--- config.mk ---
export PLATFORM = sky130hd
export DESIGN_NAME = radix_digit_converter_unit
export DESIGN_NICKNAME = d
export VERILOG_FILES = /design/src/hdl/rdc_pkg.sv /design/src/hdl/radix_digit_converter_unit.sv /design/src/hdl/rdc_ram.sv /design/src/hdl/rdc_divider.sv
export SDC_FILE = /design/constraint.sdc
export NUM_CORES = 1
export LEC_CHECK = 0
export ABC_CLOCK_PERIOD_IN_PS = 4370
export BUFFER_PORTS_ARGS = -buffer_cell sky130_fd_sc_hd__clkbuf_2
export CAP_MARGIN = 30
export CORE_MARGIN = 2
export CORE_UTILIZATION = 50
export CTS_CLUSTER_SIZE = 25
export DETAILED_ROUTE_END_ITERATION = 8
export HOLD_SLACK_MARGIN = 0.1
export PLACE_DENSITY_LB_ADDON = 0.08
export SETUP_SLACK_MARGIN = 0.1
export SLEW_MARGIN = 20
export SYNTH_ARGS = -nofsm -noshare
export SYNTH_HDL_FRONTEND = slang
export SYNTH_SLANG_ARGS = --single-unit
export TNS_END_PERCENT = 1
--- constraint.sdc ---
create_clock -name clk -period 4.37 [get_ports clk]
set_input_delay 0 -clock clk [delete_from_list [all_inputs] [get_ports clk]]
set_output_delay 0 -clock clk [all_outputs]
set_load 0.02 [all_outputs]
--- src/hdl/rdc_pkg.sv ---
// rdc_pkg: shared types, constants and the digit-to-ascii mapping
// for the radix digit converter; no dependencies
package rdc_pkg;

    localparam int RADIX_W = 5;
    localparam int DIGIT_W = 4;
    localparam int CHAR_W  = 7;
    localparam int APB_AW  = 3;
    localparam int APB_DW  = 32;

    localparam logic [RADIX_W-1:0] RADIX_RESET   = 5'd10;
    localparam logic [RADIX_W-1:0] RADIX_MIN     = 5'd2;
    localparam logic [RADIX_W-1:0] RADIX_MAX     = 5'd16;
    localparam logic [DIGIT_W-1:0] DECIMAL_LIMIT = 4'd10;
    localparam logic [CHAR_W-1:0]  ASCII_ZERO    = 7'h30;
    localparam logic [CHAR_W-1:0]  ASCII_A       = 7'h41;

    // register index of the radix register
    localparam logic REG_RADIX = 1'b0;

    typedef enum logic [3:0] {
        ST_IDLE    = 4'b0001,
        ST_DIVIDE  = 4'b0010,
        ST_POP_RD  = 4'b0100,
        ST_POP_OUT = 4'b1000
    } conv_state_t;

    function automatic logic [CHAR_W-1:0] digit_to_ascii(input logic [DIGIT_W-1:0] d);
        logic [CHAR_W-1:0] c;
        if (d < DECIMAL_LIMIT)
        begin
            c = ASCII_ZERO + {3'b000, d};
        end
        else
        begin
            c = ASCII_A + {3'b000, d - DECIMAL_LIMIT};
        end
        return c;
    endfunction

    function automatic logic [RADIX_W-1:0] clamp_radix(input logic [RADIX_W-1:0] r);
        logic [RADIX_W-1:0] e;
        if (r < RADIX_MIN)
        begin
            e = RADIX_MIN;
        end
        else if (r > RADIX_MAX)
        begin
            e = RADIX_MAX;
        end
        else
        begin
            e = r;
        end
        return e;
    endfunction

endpackage

--- src/hdl/radix_digit_converter_unit.sv ---
// radix_digit_converter_unit: top level of the radix digit converter
// uses rdc_pkg, rdc_divider and rdc_ram
//
// usage: write the radix register (apb, byte address 0, 5 bits, reset 10,
// values outside 2 to 16 used as 2 or 16) while the block is idle. a
// transaction is taken when start is high and busy is low; value is then
// split into digits of the radix, which come out most significant first,
// one per digit_valid pulse, as ascii on digit_char. last_digit marks the
// least significant digit. a value of zero gives no output and busy stays low.
// each digit is worked out by the bit-serial divider and pushed onto the
// digit stack ram; the digits are then popped from it, each by a read and
// a register-out step.
// one transaction at a time; busy drops as the last digit is presented.
// digits beyond DIGIT_DEPTH (more significant ones) are dropped.
// reset clears the control state and sets radix to 10; the receiver
// cannot stall, each digit is shown for exactly one cycle.
module radix_digit_converter_unit
    import rdc_pkg::*;
#(
    parameter int DIGIT_DEPTH = 32,
    parameter int VALUE_WIDTH = 32
) (
    input  logic                   clk,
    input  logic                   rst_n,
    input  logic                   start,
    output logic                   busy,
    input  logic [VALUE_WIDTH-1:0] value,
    output logic                   digit_valid,
    output logic [CHAR_W-1:0]      digit_char,
    output logic                   last_digit,
    input  logic                   psel,
    input  logic                   penable,
    input  logic                   pwrite,
    input  logic [APB_AW-1:0]      paddr,
    input  logic [APB_DW-1:0]      pwdata,
    output logic [APB_DW-1:0]      prdata,
    output logic                   pready
);

    localparam int AW = $clog2(DIGIT_DEPTH);
    localparam int NW = $clog2(DIGIT_DEPTH + 1);

    conv_state_t            state_reg, state_next;
    logic [NW-1:0]          count_reg, count_next;
    logic [RADIX_W-1:0]     radix_reg;
    logic                   strobe_reg, strobe_next;
    logic [CHAR_W-1:0]      char_reg, char_next;
    logic                   last_reg, last_next;

    logic                   div_start;
    logic [VALUE_WIDTH-1:0] div_dividend;
    logic                   div_done;
    logic [VALUE_WIDTH-1:0] div_quotient;
    logic [DIGIT_W-1:0]     div_remainder;

    logic                   ram_we;
    logic [AW-1:0]          ram_raddr;
    logic [DIGIT_W-1:0]     ram_rdata;
    logic                   cfg_write;
    logic                   stack_room;

    // apb register access
    assign pready    = 1'b1;
    assign cfg_write = psel && penable && pwrite && (paddr[2] == REG_RADIX);
    assign prdata    = (paddr[2] == REG_RADIX) ? {{(APB_DW-RADIX_W){1'b0}}, radix_reg} : '0;

    always_ff @(posedge clk or negedge rst_n)
    begin
        if (!rst_n)
        begin
            radix_reg <= RADIX_RESET;
        end
        else if (cfg_write)
        begin
            radix_reg <= pwdata[RADIX_W-1:0];
        end
    end

    rdc_divider #(
        .VALUE_WIDTH(VALUE_WIDTH)
    ) u_divider (
        .clk      (clk),
        .rst_n    (rst_n),
        .start    (div_start),
        .dividend (div_dividend),
        .divisor  (clamp_radix(radix_reg)),
        .done     (div_done),
        .quotient (div_quotient),
        .remainder(div_remainder)
    );

    rdc_ram #(
        .WIDTH(DIGIT_W),
        .DEPTH(DIGIT_DEPTH)
    ) u_stack (
        .clk  (clk),
        .we   (ram_we),
        .waddr(count_reg[AW-1:0]),
        .wdata(div_remainder),
        .raddr(ram_raddr),
        .rdata(ram_rdata)
    );

    assign stack_room = (count_reg < NW'(DIGIT_DEPTH));
    assign busy       = (state_reg != ST_IDLE);

    always_comb
    begin
        state_next   = state_reg;
        count_next   = count_reg;
        strobe_next  = 1'b0;
        char_next    = char_reg;
        last_next    = last_reg;
        div_start    = 1'b0;
        div_dividend = div_quotient;
        ram_we       = 1'b0;
        ram_raddr    = count_reg[AW-1:0] - 1'b1;
        case (state_reg)
            ST_IDLE:
            begin
                div_dividend = value;
                if (start && (value != '0))
                begin
                    div_start  = 1'b1;
                    count_next = '0;
                    state_next = ST_DIVIDE;
                end
            end
            ST_DIVIDE:
            begin
                if (div_done)
                begin
                    if (stack_room)
                    begin
                        ram_we     = 1'b1;
                        count_next = count_reg + 1'b1;
                    end
                    if (div_quotient != '0)
                    begin
                        div_start = 1'b1;
                    end
                    else
                    begin
                        state_next = ST_POP_RD;
                    end
                end
            end
            ST_POP_RD:
            begin
                count_next = count_reg - 1'b1;
                state_next = ST_POP_OUT;
            end
            ST_POP_OUT:
            begin
                strobe_next = 1'b1;
                char_next   = digit_to_ascii(ram_rdata);
                last_next   = (count_reg == '0);
                state_next  = (count_reg == '0) ? ST_IDLE : ST_POP_RD;
            end
            default:
            begin
                state_next = ST_IDLE;
            end
        endcase
    end

    always_ff @(posedge clk or negedge rst_n)
    begin
        if (!rst_n)
        begin
            state_reg  <= ST_IDLE;
            count_reg  <= '0;
            strobe_reg <= 1'b0;
        end
        else
        begin
            state_reg  <= state_next;
            count_reg  <= count_next;
            strobe_reg <= strobe_next;
        end
    end

    always_ff @(posedge clk)
    begin
        char_reg <= char_next;
        last_reg <= last_next;
    end

    assign digit_valid = strobe_reg;
    assign digit_char  = char_reg;
    assign last_digit  = last_reg;

endmodule

--- src/hdl/rdc_ram.sv ---
// rdc_ram: generic single-port-write, single-port-read ram with registered read
// no dependencies
module rdc_ram #(
    parameter int WIDTH = 4,
    parameter int DEPTH = 32
) (
    input  logic                     clk,
    input  logic                     we,
    input  logic [$clog2(DEPTH)-1:0] waddr,
    input  logic [WIDTH-1:0]         wdata,
    input  logic [$clog2(DEPTH)-1:0] raddr,
    output logic [WIDTH-1:0]         rdata
);

    logic [WIDTH-1:0] mem [DEPTH];
    logic [WIDTH-1:0] rdata_reg;

    always_ff @(posedge clk)
    begin
        if (we)
        begin
            mem[waddr] <= wdata;
        end
        rdata_reg <= mem[raddr];
    end

    assign rdata = rdata_reg;

endmodule

--- src/hdl/rdc_divider.sv ---
// rdc_divider: bit-serial restoring divider, one quotient bit per cycle
// divides a VALUE_WIDTH dividend by a radix of 2 to 16; uses rdc_pkg
module rdc_divider
    import rdc_pkg::*;
#(
    parameter int VALUE_WIDTH = 32
) (
    input  logic                   clk,
    input  logic                   rst_n,
    input  logic                   start,
    input  logic [VALUE_WIDTH-1:0] dividend,
    input  logic [RADIX_W-1:0]     divisor,
    output logic                   done,
    output logic [VALUE_WIDTH-1:0] quotient,
    output logic [DIGIT_W-1:0]     remainder
);

    localparam int CW = $clog2(VALUE_WIDTH);

    logic [VALUE_WIDTH-1:0] quo_reg, quo_next;
    logic [DIGIT_W-1:0]     rem_reg, rem_next;
    logic [CW-1:0]          cnt_reg, cnt_next;
    logic                   busy_reg, busy_next;
    logic                   done_reg, done_next;
    logic [RADIX_W-1:0]     rem_shift;
    logic [RADIX_W-1:0]     rem_diff;
    logic                   fits;

    assign rem_shift = {rem_reg, quo_reg[VALUE_WIDTH-1]};
    assign fits      = (rem_shift >= divisor);
    assign rem_diff  = rem_shift - divisor;

    always_comb
    begin
        quo_next  = quo_reg;
        rem_next  = rem_reg;
        cnt_next  = cnt_reg;
        busy_next = busy_reg;
        done_next = 1'b0;
        if (start)
        begin
            quo_next  = dividend;
            rem_next  = '0;
            cnt_next  = CW'(VALUE_WIDTH - 1);
            busy_next = 1'b1;
        end
        else if (busy_reg)
        begin
            quo_next = {quo_reg[VALUE_WIDTH-2:0], fits};
            rem_next = fits ? rem_diff[DIGIT_W-1:0] : rem_shift[DIGIT_W-1:0];
            cnt_next = cnt_reg - 1'b1;
            if (cnt_reg == '0)
            begin
                busy_next = 1'b0;
                done_next = 1'b1;
            end
        end
    end

    always_ff @(posedge clk or negedge rst_n)
    begin
        if (!rst_n)
        begin
            cnt_reg  <= '0;
            busy_reg <= 1'b0;
            done_reg <= 1'b0;
        end
        else
        begin
            cnt_reg  <= cnt_next;
            busy_reg <= busy_next;
            done_reg <= done_next;
        end
    end

    always_ff @(posedge clk)
    begin
        quo_reg <= quo_next;
        rem_reg <= rem_next;
    end

    assign done      = done_reg;
    assign quotient  = quo_reg;
    assign remainder = rem_reg;

endmodule

==> flow_summary.toml <==
[clock_tree]
cts_num_sinks = 199
post_cts_resized = 0
cts_tree = "built"
clock_path_buffers = 2
clk_pin_slew_worst_paths_ns = 0.07
insertion_delay_ns = 0.43
h-tree-depth = 4
clockRootBuffer = "clkbuf_16"
cts-buffers-inserted = 17

[synth]
synthCells = 593
muxShareOfSynthArea_pct = 15.1
synth-simple-area-share_pct = 8.44
synthAdderAreaFrac_pct = 3.03
ys_warn_count = 0
synth_xor_area_share_pct = 1.23
syn-mean-instance-area_um2 = 15.4
ys_seq_elements = 199
synth_edf_count = 168
synth_ff_type = "edfxtp_1"
synth_cell_types = 66
synth_top_family_by_area = "multiplexers"
synth_area_um2 = 9160
synth_compound_area_share_pct = 4.52
yosysSeqAreaShare_pct = 63.1
async_flop_share_pct = 11.6

[layout]
nNetsFinal = 801
seqCellArea_um2 = 5790
drive_above_1_share_pct = 27.8
final_area_um2 = 10600
antenna_cells = 0
top_register = "u_stack.mem"
multi_input_area_um2 = 3080
area_growth_syn_to_layout_pct = 15.7
nFillCells = 1382
largest_reg_flops = 128
instances_no_fill = 949

[pwr]
vdd_ir_drop_max_mv = 0.270
p_seq_share_pct = 53.3
p_int_w = 0.00337
combinationalPowerShare_pct = 14.8
p_sw_share_pct = 25.9
clkPwrFrac_pct = 31.9
power_switching_w = 0.00117
powerDensity_nw_per_um2 = 429
p_leak_nw = 3.88

[global_route]
grt_antenna_before_repair = 0
grt_pass1_vias = 5443
grt_max_degree = 40
grt_usage_pct = 19.0
overflow = 0
grt_pass1_wl_mm = 28.5

[critical_path]
ff2ff_setup_slack_ns = 1.55
rr_endpoint = "u_stack.rdata[1]$_DFF_P_"
r2r_cells = 7
cpPeakStageDelay_ns = 0.80
critical_path_class = "flop to flop"
worst_ep_required_time_ns = 4.67
r2r-start = "count_reg[1]$_DFFE_PN0P_"
cp_max_fo = 17
end_kind = "flop"
start_kind = "flop"
cp_cell_sequence = "inv_1 -> ha_1 -> buf_4 -> mux4_2 -> mux2i_1 -> a22o_1 -> nor2_1"
critPathArrivalTime_ns = 3.12
slowest_stage = "ha_1"

[die]
fp.dieH_um = 139
fp.coreArea_um2 = 18000
rows = 49
die_w_um = 139
start_util_pct = 51.0
die-area_um2 = 19400
num_io_pins = 116

[place]
placed_cells = 872
io_buffers = 58
dp_hpwl_mm = 11.7
placed_cell_area_um2 = 9590
place.gp.congestion = 0.805
post-place-ws_ns = 1.48

[sta]
finalWorstSetupSlack_ns = 1.55
period_needed_ns = 2.82
holdWs_ns = 0.104
tns_ns = 0
setup_viol_count_final = 0
rsz0062_at_grt = "false"
max_slew_margin_pct = 49.7
final.setup_skew_ns = 0.00717
period_share_pct = 64.5
fmax_mhz = 355
worst_pin_slew_ns = 0.755
slew_violations = 0
hold_viol_final = 0

[route]
wl_mm = 17.5
num_vias = 5136
wire_per_inst_um = 18.5
ant_nets = 0
post-route-drc-count = 0
dr.pass1.iters = 5
vias_per_cell = 5.41
drt_iter0_drc = 295

[min_path]
min_path_type = "input port to async pin"

[job]
drv_cap = 0

[status]
status = "finished, final reports clean"
power by group through the flow:
stage	sequential (W)	combinational [W]	clock [W]
floorplan	0.00254	0.000344	0
global placement	0.00246	0.000608	0
detailed placement	0.00247	0.000638	0
CTS	0.00243	0.000678	0.00148
global route	0.00244	0.000755	0.00156
finish	0.00242	0.000671	0.00145
kinds of logic after synthesis:
logic type,Yosys count
compound gates,58
xor+xnor,12
fa+ha+maj,21
buf+inv,63
flops,199
mux,92
other cells,2
simple gates,146
stage by stage:
step	util, %	power (W)
6_report	59.0	0.00455
5_1_grt	59.0	0.00475
4_1_cts	58.9	0.00458
3_5_place_dp	53.4	0.00310
3_3_place_gp	53.3	0.00307
2_1_floorplan	-	0.00288
worst max path at each step:
stage | endpoint | start | cells after the start
final | u_stack.rdata[1]$_DFF_P_ | count_reg[1]$_DFFE_PN0P_ | 7
after global routing | u_stack.rdata[1]$_DFF_P_ | count_reg[1]$_DFFE_PN0P_ | 7
after CTS | u_stack.rdata[1]$_DFF_P_ | count_reg[1]$_DFFE_PN0P_ | 7
after detailed placement | u_stack.rdata[1]$_DFF_P_ | count_reg[1]$_DFFE_PN0P_ | 7
after global placement | u_stack.rdata[3]$_DFF_P_ | count_reg[1]$_DFFE_PN0P_ | 7
after floorplan | u_divider.quotient[0]$_DFFE_PP_ | u_divider.quotient[31]$_DFFE_PP_ | 5
what timing repair did:
item | CTS | global route
setup buffers | 0 | 0
setup endpoints to repair | 0 | 0
hold buffers | 44 | 0
hold endpoints to repair | 62 | 0
layer usage:
layer | share of wire (%) | track usage, % | wire [um]
met5 | 0 | 0 | 0
met4 | 1.7 | 6.80 | 306
met3 | 4.1 | 3.79 | 723
met2 | 52 | 33.4 | 9200
met1 | 42 | 23.5 | 7320
final cells by class:
type	instances	area share [%]
clock buffers	17	4.01
clock inverters	15	1.11
inverters	19	0.673
multi-input cells	357	29.0
flip-flops and latches	199	54.6
well taps	229	2.70
repair buffers	113	7.91
cell usage in the layout (no fill, tap or decap), drive strengths merged, types with 5 or more instances in the layout:
master       instances
dfxtp                8
ha                  19
nor3                 5
clkbuf              75
dfrtp               20
xnor2                8
a21o                 5
mux2i               11
a21oi                9
o21ai               13
edfxtp             168
dlygate4sd3         44
nor2                59
nand3                6
buf                 11
mux4                32
nor4                17
conb                28
nand2b               8
a211oi               5
inv                 26
mux2                49
nand2               22
nor2b                7
critical path, delay by kind of cell (launching register included):
| kind | cells | cell delay [ns] |
|---|---|---|
| adder cells (fa/ha/maj) | 1 | 0.80 |
| multiplexers | 2 | 0.55 |
| buffers and inverters | 2 | 0.53 |
| flip-flops | 1 | 0.51 |
| AO/OA/AOI/OAI | 1 | 0.20 |
| AND/OR/NAND/NOR | 1 | 0.08 |
cells in the mapped netlist (2+ instances only):
| master | number | area share, % |
|---|---|---|
| nand2_1 | 22 | 0.90 |
| a211oi_1 | 5 | 0.41 |
| fa_1 | 2 | 0.44 |
| a22o_1 | 4 | 0.38 |
| mux2_2 | 46 | 5.7 |
| dfrtp_1 | 20 | 5.5 |
| a21oi_1 | 9 | 0.49 |
| buf_6 | 6 | 0.74 |
| or3_1 | 2 | 0.14 |
| o21ai_0 | 11 | 0.60 |
| xor2_1 | 3 | 0.29 |
| mux2i_1 | 11 | 1.2 |
| inv_1 | 18 | 0.74 |
| a311oi_1 | 2 | 0.19 |
| a21o_1 | 5 | 0.41 |
| conb_1 | 2 | 0.082 |
| nor2_1 | 59 | 2.4 |
| buf_4 | 30 | 2.5 |
| o22ai_1 | 4 | 0.27 |
| a31oi_1 | 2 | 0.14 |
| mux2_1 | 3 | 0.37 |
| nand2b_1 | 8 | 0.55 |
| dfxtp_1 | 8 | 1.7 |
| clkbuf_1 | 4 | 0.16 |
| edfxtp_1 | 168 | 55 |
| nand3_1 | 5 | 0.27 |
| o21a_1 | 4 | 0.33 |
| xnor2_1 | 8 | 0.76 |
| nand4_1 | 4 | 0.27 |
| nand3b_1 | 2 | 0.16 |
| o211a_1 | 2 | 0.22 |
| dfstp_2 | 3 | 0.86 |
| nor3_1 | 5 | 0.27 |
| nor4_1 | 17 | 1.2 |
| mux4_2 | 32 | 7.9 |
| nor2b_1 | 7 | 0.48 |
| buf_2 | 3 | 0.16 |
| ha_1 | 19 | 2.6 |
(Power assumes the default switching activity.)
